===== src/sv/assert_macros.svh =====
// Assertion macros for the RTL.
`ifndef ASSERT_MACROS_SVH
`define ASSERT_MACROS_SVH
`ifndef SYNTHESIS
`define ASSERT_IMPLY(label, clk, rst_n, a, b) \
  label: assert property (@(posedge clk) disable iff (!rst_n) (a) |-> (b)) \
    else $error("assertion failed");
`define ASSERT_NEXT(label, clk, rst_n, a, b) \
  label: assert property (@(posedge clk) disable iff (!rst_n) (a) |=> (b)) \
    else $error("assertion failed");
`else
`define ASSERT_IMPLY(label, clk, rst_n, a, b)
`define ASSERT_NEXT(label, clk, rst_n, a, b)
`endif
`endif


===== src/sv/ofu_pkg.sv =====
`default_nettype none
package ofu_pkg;

  localparam logic [15:0] HIGH_PAGE = 16'hFF00;

  // addressing modes
  localparam logic [4:0] MODE_IMP    = 5'd0;
  localparam logic [4:0] MODE_R      = 5'd1;
  localparam logic [4:0] MODE_R_R    = 5'd2;
  localparam logic [4:0] MODE_R_D8   = 5'd3;
  localparam logic [4:0] MODE_R_D16  = 5'd4;
  localparam logic [4:0] MODE_D16    = 5'd5;
  localparam logic [4:0] MODE_MR_R   = 5'd6;
  localparam logic [4:0] MODE_R_MR   = 5'd7;
  localparam logic [4:0] MODE_R_HLI  = 5'd8;
  localparam logic [4:0] MODE_R_HLD  = 5'd9;
  localparam logic [4:0] MODE_HLI_R  = 5'd10;
  localparam logic [4:0] MODE_HLD_R  = 5'd11;
  localparam logic [4:0] MODE_R_A8   = 5'd12;
  localparam logic [4:0] MODE_A8_R   = 5'd13;
  localparam logic [4:0] MODE_HL_SPR = 5'd14;
  localparam logic [4:0] MODE_D8     = 5'd15;
  localparam logic [4:0] MODE_A16_R  = 5'd16;
  localparam logic [4:0] MODE_D16_R  = 5'd17;
  localparam logic [4:0] MODE_MR_D8  = 5'd18;
  localparam logic [4:0] MODE_MR     = 5'd19;
  localparam logic [4:0] MODE_R_A16  = 5'd20;

  // result kinds
  localparam logic [1:0] KIND_READ    = 2'd0;
  localparam logic [1:0] KIND_DONE    = 2'd1;
  localparam logic [1:0] KIND_UNKNOWN = 2'd2;
  localparam logic [1:0] KIND_IGNORED = 2'd3;

  // item actions
  localparam logic ACT_START    = 1'b0;
  localparam logic ACT_RESPONSE = 1'b1;

  typedef enum logic [4:0] {
    PH_IDLE = 5'b00001,
    PH_IMM8 = 5'b00010,
    PH_LO   = 5'b00100,
    PH_HI   = 5'b01000,
    PH_DATA = 5'b10000
  } phase_t;

  typedef struct packed {
    logic        action;
    logic        has_instruction;
    logic [4:0]  mode;
    logic [15:0] primary_value;
    logic [15:0] secondary_value;
    logic        primary_is_c;
    logic        secondary_is_c;
    logic [15:0] hl_value;
    logic [15:0] pc_value;
    logic [7:0]  read_data;
  } item_t;

  typedef struct packed {
    logic [1:0]  kind;
    logic [15:0] read_address;
    logic [15:0] operand;
    logic [15:0] store_addr;
    logic        store_en;
    logic [15:0] new_pc;
    logic [15:0] new_hl;
    logic        hl_write;
    logic [1:0]  cycles_added;
  } result_t;

  typedef struct packed {
    phase_t      phase;
    logic [4:0]  held_mode;
    logic [15:0] held_pc;
    logic [7:0]  low_byte;
    logic [15:0] held_dest;
    logic [15:0] held_source;
  } fetch_state_t;

endpackage
`default_nettype wire


===== src/sv/cpu_operand_fetch_unit.sv =====
// Operand fetch unit: an accepted input word goes through the input register, then the result
// register, to its result word. Throughput one word per cycle, stalls aside.
// The fetch state advances as each word leaves the input register for the result register.
// Reset (rst_n low, synchronous) empties both registers and returns the fetch state to idle
// with all held values zero.
`default_nettype none
`include "assert_macros.svh"
module cpu_operand_fetch_unit (
  input  wire         clk,
  input  wire         rst_n,
  // input channel
  input  wire         in_valid,
  output logic        in_stall,
  input  wire         in_action,
  input  wire         in_has_instruction,
  input  wire  [4:0]  in_mode,
  input  wire  [15:0] in_primary_value,
  input  wire  [15:0] in_secondary_value,
  input  wire         in_primary_is_c,
  input  wire         in_secondary_is_c,
  input  wire  [15:0] in_hl_value,
  input  wire  [15:0] in_pc_value,
  input  wire  [7:0]  in_read_data,
  // result channel
  output logic        out_valid,
  input  wire         out_stall,
  output logic [1:0]  out_kind,
  output logic [15:0] out_read_address,
  output logic [15:0] out_operand,
  output logic [15:0] out_store_addr,
  output logic        out_store_en,
  output logic [15:0] out_new_pc,
  output logic [15:0] out_new_hl,
  output logic        out_hl_write,
  output logic [1:0]  out_cycles_added
);

  // input register
  logic                  s1_valid_r;
  logic                  s1_valid_nxt;
  ofu_pkg::item_t        s1_r;
  ofu_pkg::item_t        in_item;

  // result register
  logic                  out_valid_r;
  logic                  out_valid_nxt;
  ofu_pkg::result_t      out_r;

  // fetch state and the decode of the word in the input register
  ofu_pkg::fetch_state_t st_r;
  ofu_pkg::fetch_state_t st_nxt;
  ofu_pkg::result_t      res;

  logic advance;   // result register can take a new word this cycle
  logic s1_load;   // input register takes the incoming word
  logic fire;      // word moves from input register to result register

  assign in_item = '{
    action:          in_action,
    has_instruction: in_has_instruction,
    mode:            in_mode,
    primary_value:   in_primary_value,
    secondary_value: in_secondary_value,
    primary_is_c:    in_primary_is_c,
    secondary_is_c:  in_secondary_is_c,
    hl_value:        in_hl_value,
    pc_value:        in_pc_value,
    read_data:       in_read_data
  };

  assign advance  = ~(out_valid_r & out_stall);
  assign fire     = s1_valid_r & advance;
  // input register is free when empty or when its word moves on this cycle
  assign in_stall = s1_valid_r & ~advance;
  assign s1_load  = in_valid & ~in_stall;

  always_comb begin
    s1_valid_nxt = s1_valid_r;
    if (advance || !s1_valid_r) begin
      s1_valid_nxt = in_valid;
    end
  end

  always_comb begin
    out_valid_nxt = out_valid_r;
    if (advance) begin
      out_valid_nxt = s1_valid_r;
    end
  end

  ofu_decode u_decode (
    .item   (s1_r),
    .st     (st_r),
    .res    (res),
    .st_nxt (st_nxt)
  );

  always_ff @(posedge clk) begin
    if (!rst_n) begin
      s1_valid_r  <= 1'b0;
      out_valid_r <= 1'b0;
      st_r        <= '{phase: ofu_pkg::PH_IDLE, default: '0};
    end else begin
      s1_valid_r  <= s1_valid_nxt;
      out_valid_r <= out_valid_nxt;
      // state moves only when its word is handed to the result register
      if (fire) begin
        st_r <= st_nxt;
      end
    end
  end

  // payload registers, no reset
  always_ff @(posedge clk) begin
    if (s1_load) begin
      s1_r <= in_item;
    end
    if (fire) begin
      out_r <= res;
    end
  end

  assign out_valid        = out_valid_r;
  assign out_kind         = out_r.kind;
  assign out_read_address = out_r.read_address;
  assign out_operand      = out_r.operand;
  assign out_store_addr   = out_r.store_addr;
  assign out_store_en     = out_r.store_en;
  assign out_new_pc       = out_r.new_pc;
  assign out_new_hl       = out_r.new_hl;
  assign out_hl_write     = out_r.hl_write;
  assign out_cycles_added = out_r.cycles_added;

  // input is held off only when both registers are full and the sink stalls
  `ASSERT_IMPLY(a_stall_cause, clk, rst_n, in_stall, s1_valid_r && out_valid_r && out_stall)
  // a read request leaves a fetch pending
  `ASSERT_NEXT(a_req_pending, clk, rst_n, fire && res.kind == ofu_pkg::KIND_READ,
    st_r.phase != ofu_pkg::PH_IDLE)
  // a finished fetch or error returns to idle
  `ASSERT_NEXT(a_done_idle, clk, rst_n,
    fire && (res.kind == ofu_pkg::KIND_DONE || res.kind == ofu_pkg::KIND_UNKNOWN),
    st_r.phase == ofu_pkg::PH_IDLE)

endmodule
`default_nettype wire


===== src/sv/ofu_decode.sv =====
`default_nettype none
// One item against the held fetch state: result word and next state.
module ofu_decode (
  input  var ofu_pkg::item_t        item,
  input  var ofu_pkg::fetch_state_t st,
  output ofu_pkg::result_t          res,
  output ofu_pkg::fetch_state_t     st_nxt
);

  logic [15:0] word16;
  logic [15:0] pc_p1;
  logic [15:0] pc_p2;
  logic [15:0] sec_addr;
  logic [15:0] pri_addr;

  assign word16   = {item.read_data, st.low_byte};
  assign pc_p1    = st.held_pc + 16'd1;
  assign pc_p2    = st.held_pc + 16'd2;
  assign sec_addr = item.secondary_value | (item.secondary_is_c ? ofu_pkg::HIGH_PAGE : 16'h0000);
  assign pri_addr = item.primary_value | (item.primary_is_c ? ofu_pkg::HIGH_PAGE : 16'h0000);

  always_comb begin
    res    = '0;
    st_nxt = st;
    if (item.action == ofu_pkg::ACT_START) begin
      // a new start always drops whatever fetch was pending
      st_nxt.phase     = ofu_pkg::PH_IDLE;
      st_nxt.held_mode = item.mode;
      st_nxt.held_pc   = item.pc_value;
      res.kind         = ofu_pkg::KIND_DONE;
      res.new_pc       = item.pc_value;
      if (item.has_instruction) begin
        unique case (item.mode) inside
          ofu_pkg::MODE_IMP: begin
          end
          ofu_pkg::MODE_R: begin
            res.operand = item.primary_value;
          end
          ofu_pkg::MODE_R_R: begin
            res.operand = item.secondary_value;
          end
          ofu_pkg::MODE_R_D8, ofu_pkg::MODE_R_A8, ofu_pkg::MODE_HL_SPR,
          ofu_pkg::MODE_D8, ofu_pkg::MODE_A8_R, ofu_pkg::MODE_MR_D8: begin
            res              = '0;
            res.kind         = ofu_pkg::KIND_READ;
            res.read_address = item.pc_value;
            st_nxt.phase     = ofu_pkg::PH_IMM8;
            if (item.mode == ofu_pkg::MODE_A8_R) begin
              st_nxt.held_source = item.secondary_value;
            end
            if (item.mode == ofu_pkg::MODE_MR_D8) begin
              st_nxt.held_dest = item.primary_value;
            end
          end
          ofu_pkg::MODE_R_D16, ofu_pkg::MODE_D16, ofu_pkg::MODE_R_A16,
          ofu_pkg::MODE_A16_R, ofu_pkg::MODE_D16_R: begin
            res              = '0;
            res.kind         = ofu_pkg::KIND_READ;
            res.read_address = item.pc_value;
            st_nxt.phase     = ofu_pkg::PH_LO;
            if (item.mode == ofu_pkg::MODE_A16_R || item.mode == ofu_pkg::MODE_D16_R) begin
              st_nxt.held_source = item.secondary_value;
            end
          end
          ofu_pkg::MODE_MR_R: begin
            res.operand    = item.secondary_value;
            res.store_addr = pri_addr;
            res.store_en   = 1'b1;
          end
          ofu_pkg::MODE_R_MR: begin
            res              = '0;
            res.kind         = ofu_pkg::KIND_READ;
            res.read_address = sec_addr;
            st_nxt.phase     = ofu_pkg::PH_DATA;
          end
          ofu_pkg::MODE_R_HLI, ofu_pkg::MODE_R_HLD: begin
            res              = '0;
            res.kind         = ofu_pkg::KIND_READ;
            res.read_address = item.secondary_value;
            st_nxt.phase     = ofu_pkg::PH_DATA;
            st_nxt.held_dest = (item.mode == ofu_pkg::MODE_R_HLI) ?
                               item.hl_value + 16'd1 : item.hl_value - 16'd1;
          end
          ofu_pkg::MODE_HLI_R, ofu_pkg::MODE_HLD_R: begin
            res.operand    = item.secondary_value;
            res.store_addr = item.primary_value;
            res.store_en   = 1'b1;
            res.hl_write   = 1'b1;
            res.new_hl     = (item.mode == ofu_pkg::MODE_HLI_R) ?
                             item.hl_value + 16'd1 : item.hl_value - 16'd1;
          end
          ofu_pkg::MODE_MR: begin
            res              = '0;
            res.kind         = ofu_pkg::KIND_READ;
            res.read_address = item.primary_value;
            st_nxt.phase     = ofu_pkg::PH_DATA;
            st_nxt.held_dest = item.primary_value;
          end
          default: begin
            res.kind = ofu_pkg::KIND_UNKNOWN;
          end
        endcase
      end
    end else begin
      unique case (st.phase)
        ofu_pkg::PH_IMM8: begin
          st_nxt.phase      = ofu_pkg::PH_IDLE;
          res.kind          = ofu_pkg::KIND_DONE;
          res.new_pc        = pc_p1;
          res.cycles_added  = 2'd1;
          res.operand       = {8'h00, item.read_data};
          if (st.held_mode == ofu_pkg::MODE_R_A8) begin
            res              = '0;
            res.kind         = ofu_pkg::KIND_READ;
            res.read_address = ofu_pkg::HIGH_PAGE | {8'h00, item.read_data};
            st_nxt.phase     = ofu_pkg::PH_DATA;
          end else if (st.held_mode == ofu_pkg::MODE_A8_R) begin
            res.operand    = st.held_source;
            res.store_addr = ofu_pkg::HIGH_PAGE | {8'h00, item.read_data};
            res.store_en   = 1'b1;
          end else if (st.held_mode == ofu_pkg::MODE_MR_D8) begin
            res.store_addr = st.held_dest;
            res.store_en   = 1'b1;
          end
        end
        ofu_pkg::PH_LO: begin
          st_nxt.low_byte  = item.read_data;
          st_nxt.phase     = ofu_pkg::PH_HI;
          res.kind         = ofu_pkg::KIND_READ;
          res.read_address = pc_p1;
        end
        ofu_pkg::PH_HI: begin
          st_nxt.phase     = ofu_pkg::PH_IDLE;
          res.kind         = ofu_pkg::KIND_DONE;
          res.new_pc       = pc_p2;
          res.cycles_added = 2'd2;
          res.operand      = word16;
          if (st.held_mode == ofu_pkg::MODE_R_A16) begin
            res              = '0;
            res.kind         = ofu_pkg::KIND_READ;
            res.read_address = word16;
            st_nxt.phase     = ofu_pkg::PH_DATA;
          end else if (st.held_mode == ofu_pkg::MODE_A16_R ||
                       st.held_mode == ofu_pkg::MODE_D16_R) begin
            res.operand    = st.held_source;
            res.store_addr = word16;
            res.store_en   = 1'b1;
          end
        end
        ofu_pkg::PH_DATA: begin
          st_nxt.phase     = ofu_pkg::PH_IDLE;
          res.kind         = ofu_pkg::KIND_DONE;
          res.operand      = {8'h00, item.read_data};
          res.new_pc       = st.held_pc;
          res.cycles_added = 2'd1;
          if (st.held_mode == ofu_pkg::MODE_R_HLI || st.held_mode == ofu_pkg::MODE_R_HLD) begin
            res.new_hl   = st.held_dest;
            res.hl_write = 1'b1;
          end else if (st.held_mode == ofu_pkg::MODE_MR) begin
            res.store_addr = st.held_dest;
            res.store_en   = 1'b1;
          end else if (st.held_mode == ofu_pkg::MODE_R_A16) begin
            res.new_pc       = pc_p2;
            res.cycles_added = 2'd3;
          end else if (st.held_mode == ofu_pkg::MODE_R_A8) begin
            res.new_pc = pc_p1;
          end
        end
        default: begin
          // response with no fetch pending: state untouched
          res.kind = ofu_pkg::KIND_IGNORED;
        end
      endcase
    end
  end

endmodule
`default_nettype wire

===== config.mk =====
export PLATFORM = sky130hd
export DESIGN_NAME = cpu_operand_fetch_unit
export DESIGN_NICKNAME = d
export VERILOG_FILES = /design/src/sv/ofu_pkg.sv /design/src/sv/cpu_operand_fetch_unit.sv /design/src/sv/ofu_decode.sv
export VERILOG_INCLUDE_DIRS = /design/src /design/src/sv
export SDC_FILE = /design/constraint.sdc
export NUM_CORES = 1
export LEC_CHECK = 0
export ABC_AREA = 0
export BUFFER_PORTS_ARGS = -buffer_cell sky130_fd_sc_hd__buf_4
export CAP_MARGIN = 40
export CORE_UTILIZATION = 58
export CTS_CLUSTER_SIZE = 30
export DETAILED_ROUTE_END_ITERATION = 16
export PLACE_DENSITY_LB_ADDON = 0.08
export SYNTH_ARGS = -nofsm -noshare
export SYNTH_HDL_FRONTEND = slang
export SYNTH_SLANG_ARGS = --single-unit

===== constraint.sdc =====
create_clock -name clk -period 6.2 [get_ports clk]
set_clock_uncertainty 0.15 [all_clocks]
set_input_delay 0 -clock clk [delete_from_list [all_inputs] [get_ports clk]]
set_output_delay 0 -clock clk [all_outputs]
set_load 0.02 [all_outputs]

==> results.txt <==
----------------------------------------------------
[Worst setup path]
  Logic depth of the worst register-to-register path ... 6
  Crit end category ... flip-flop
  Slack of the worst reg-to-reg path ... between 2 and 3 ns
  Crit path kind ... flip-flop to flip-flop
  Kind of start point of the critical path ... flip-flop
  Ordered list of cells on the worst path ... nor2_1, and4b_1, a21oi_2, nor4b_4, a221oi_1, o21ai_0
  Cell at the slowest stage of the critical path ... nor4b_4
  Required time of the worst setup path ... 6.37 ns
  Slowest cell delay on critical path ... between 0.7 and 0.8 ns
  Largest fanout on the critical path ... 17
  Buffer and inverter count on the worst path ... 0
  Number of gates on the worst path with buffers counted ... 6
  Family with the most delay on the worst path ... simple AND/OR/NAND/NOR gates
  Arr. time, crit path ... 3.38 ns

[STA]
  Tightest Pin Transition ... roughly 1 ns
  RSZ-0062 raised after global routing ... no
  Setup TNS ... 0 ns
  Maximum clock frequency ... 0.311 GHz
  Minimum clock period after layout ... around 3.2 ns
  Setup Viol. Count Final ... 0
  Post-route worst setup slack ... 2.98 ns
  Count of endpoints failing hold in the final timing report ... 0
  Post-Route Hold Slack ... 0.0422 ns
  Count of final max-slew check failures ... 0
  Headroom to the max-slew limit ... between 30% and 40%
  Final cycle utilization of the critical path ... 51.9%

[Global route]
  Global-route wire length before repair ... 60400 um
  GRT Residual Overflow ... 0
  Global-route usage over all layers ... 36.4%
  Largest net degree at the start of global routing ... 93
  Number of antenna violations at the first check in global routing ... 0
  Vias in the first global route ... slightly above 10000

[Power]
  Total power per unit cell area ... 242 mW/mm2
  Overall power of the completed layout ... about 3.7 mW
  Peak VDD IR ... around 0.25 mV
  Leak pwr ... 5.34 nW

[Clock network]
  Buffer levels on the longest clock path ... 3
  CTS H-tree lvls ... 1
  Latest clock arrival within the worst-skew pair ... around 0.53 ns
  CTS buffer count ... 26
  TritonCTS clock tree ... yes
  Clock-pin slew of the registers on the worst-case setup and hold paths ... 0.06 ns
  Clk sinks ... between 200 and 250
  Clock root buffer ... clkbuf_16

[Logic synthesis]
  Synthesis-stage register bit count ... 235
  Post-synthesis compound-gate area fraction ... a little over a fifth
  Cell count after synthesis ... around 1200
  Cell Area, Synth ... around 0.012 mm2
  Asr flop ratio synth ... 0%
  Count of flip-flops with a built-in enable after synthesis ... between 150 and 200
  Area share of and/or/nand/nor cells after synthesis ... about 15%
  Yosys cell types ... between 80 and 90
  Fraction of the yosys area taken by sequential cells ... between 50% and 60%
  XOR/XNOR Fraction of Synth Area ... under 10%
  Number of warning messages in the yosys log ... 0
  Share of synthesized cell area in full adder, half adder and majority cells ... less than 1%
  Proportion of synthesized area in mux cells ... between 2 and 2.5%
  Post-synthesis average cell area ... 10.4 um2
  Largest family of logic cells by synthesized area ... compound AO/OA/AOI/OAI gates
  Syn Nets ... between 1000 and 1500
  Commonest register cell after synthesis ... edfxtp_1

[Route]
  DRT Pass-1 Iters ... 9
  Per-cell via count in the routed design ... approximately 6.6
  Total detailed-routing wirelength ... 39000 um
  DRC ... 0
  First-iteration detailed-routing DRC count ... 1712
  Routed wire per std cell ... 23.5 um
  Detailed-route via count ... ~11000
  Antenna Violating Nets Remaining ... 0

[Status]
  Result of the run ... finished clean

[Layout]
  Final net count ... about 1500
  Count of inserted antenna diode cells ... 0
  Fraction of layout instances using a drive strength above 1 ... 19.5%
  Layout Cell Area excl Fill ... 0.0152 mm2
  Filler cell count ... approximately 1400
  Synth-to-Final Area Change ... 25.6%

[Placed design]
  Buffers added on ports ... between 150 and 200
  Detailed placer's ending HPWL ... approximately 26000 um
  Placer Congestion ... between 0.9 and 1
  Pre-CTS setup slack ... 3.21 ns
  Area post-placement ... between 0.01 and 0.015 mm2

[Die]
  Area enclosed by the die boundary ... 0.0215 mm2
  Placeable Area ... just over 0.02 mm2
  Die span in y ... roughly 150 um
  Placement row count ... between 50 and 60
  Initial Util ... slightly below 60%
  Horizontal die dimension ... about 150 um
  Number of primary I/O pins ... 173

[Hold path]
  Cell count of the worst hold path ... 2
  Worst hold-check path type ... input port to flip-flop

[Run]
  Max-cap violations ... 0

----------------------------------------------------
## kinds of logic after synthesis
group,after synthesis
adder cells (fa/ha/maj),5
AO/OA/AOI/OAI,354
flip-flops,235
buffers and inverters,106
AND/OR/NAND/NOR,382
XOR/XNOR,58
multiplexers,25
## Yosys cell counts, drive strengths merged (3+ instances only)
library cell  instances  area share, %
edfxtp              167             41
nand2               147            4.6
nor2                 82            2.7
a21oi                72            3.0
dfxtp                68             11
o21ai                65            2.9
clkbuf               56            1.7
a22oi                38            2.4
buf                  37            1.8
nand3                33            1.4
xnor2                32            2.3
a221oi               29            2.1
o22ai                28            1.9
nor3                 27            1.2
xor2                 26            1.9
mux2i                25            2.1
a222oi               22            1.8
and3                 16           0.83
o221ai               12           0.87
a31oi                11           0.69
inv                  11           0.34
nand4                11           0.57
nor2b                11           0.57
nor4                 11           0.69
a211o                10           0.73
a21o                 10           0.62
a22o                 10           0.79
nand2b               10           0.52
a211oi                8           0.64
a311oi                8           0.58
and2                  6           0.31
nor3b                 6           0.51
o211ai                6           0.37
or3                   6           0.31
ha                    5           0.52
a32oi                 4           0.29
o21a                  3           0.19
o311ai                3           0.22
o41ai                 3           0.22
or2                   3           0.18
## cells in the final DEF (no fill, tap or decap), drive strengths merged, types with 26 or more instances in the layout
cell / n
a21oi: 72
a221oi: 29
a22oi: 38
buf: 189
clkbuf: 40
dfxtp: 68
dlygate4sd3: 85
edfxtp: 167
nand2: 147
nand3: 33
nor2: 82
nor3: 27
o21ai: 65
o22ai: 28
xnor2: 32
xor2: 26
## repair_timing
action	in CTS	in global routing
buffers inserted	0	0
endpoints found under the hold margin	140	0
hold buffers	85	0
resized for setup	0	0
## path summary, 6_finish.rpt
check	end	start
setup reg to reg	out_store_addr[10]	st_r[63]
hold reg to reg	st_r[16]	st_r[16]
setup / recovery	out_store_addr[10]	st_r[63]
hold / removal	s1_r[18]	in_pc_value[10]
## per-stage QoR
stage                     utilization, %  instances
after floorplan                        -       1165
after global placement              66.1       1526
after detailed placement            66.5       1531
after CTS                           74.8       1664
after global routing                74.8       1664
final                               74.8       1664
## where the power goes
part	leakage, nW	internal, mW	total, mW	switching [mW]
clock network	0.412	0.889	1.50	0.609
registers	2.12	1.76	1.85	0.0880
logic	2.81	0.161	0.347	0.186
## final cells by class
class,instances,area (um2),area share (%)
clock buffer,40,764,5.02
clock inverter,8,67.6,0.444
sequential,235,6380,41.9
tap,270,338,2.22
timing repair buffer,274,2330,15.3
inverter,13,48.8,0.320
multi-input combinational,824,5300,34.8
## registers in the layout (all words and copies together) (netlist names), 2 cells and up
name              flops
out_kind              2
out_new_pc           16
st_r                 66
out_operand          16
out_new_hl           16
s1_r                 81
out_cycles_added      2
out_store_addr       16
out_read_address     16
## per-layer routing
metal | wire length (um) | global-route usage (%) | part of all wire (%)
met2 | 17400 | 55.2 | 45
met4 | 1720 | 14.4 | 4.4
met1 | 15400 | 51.3 | 39
met5 | 0 | 0 | 0
met3 | 4510 | 7.44 | 12
(Power assumes the default switching activity.)
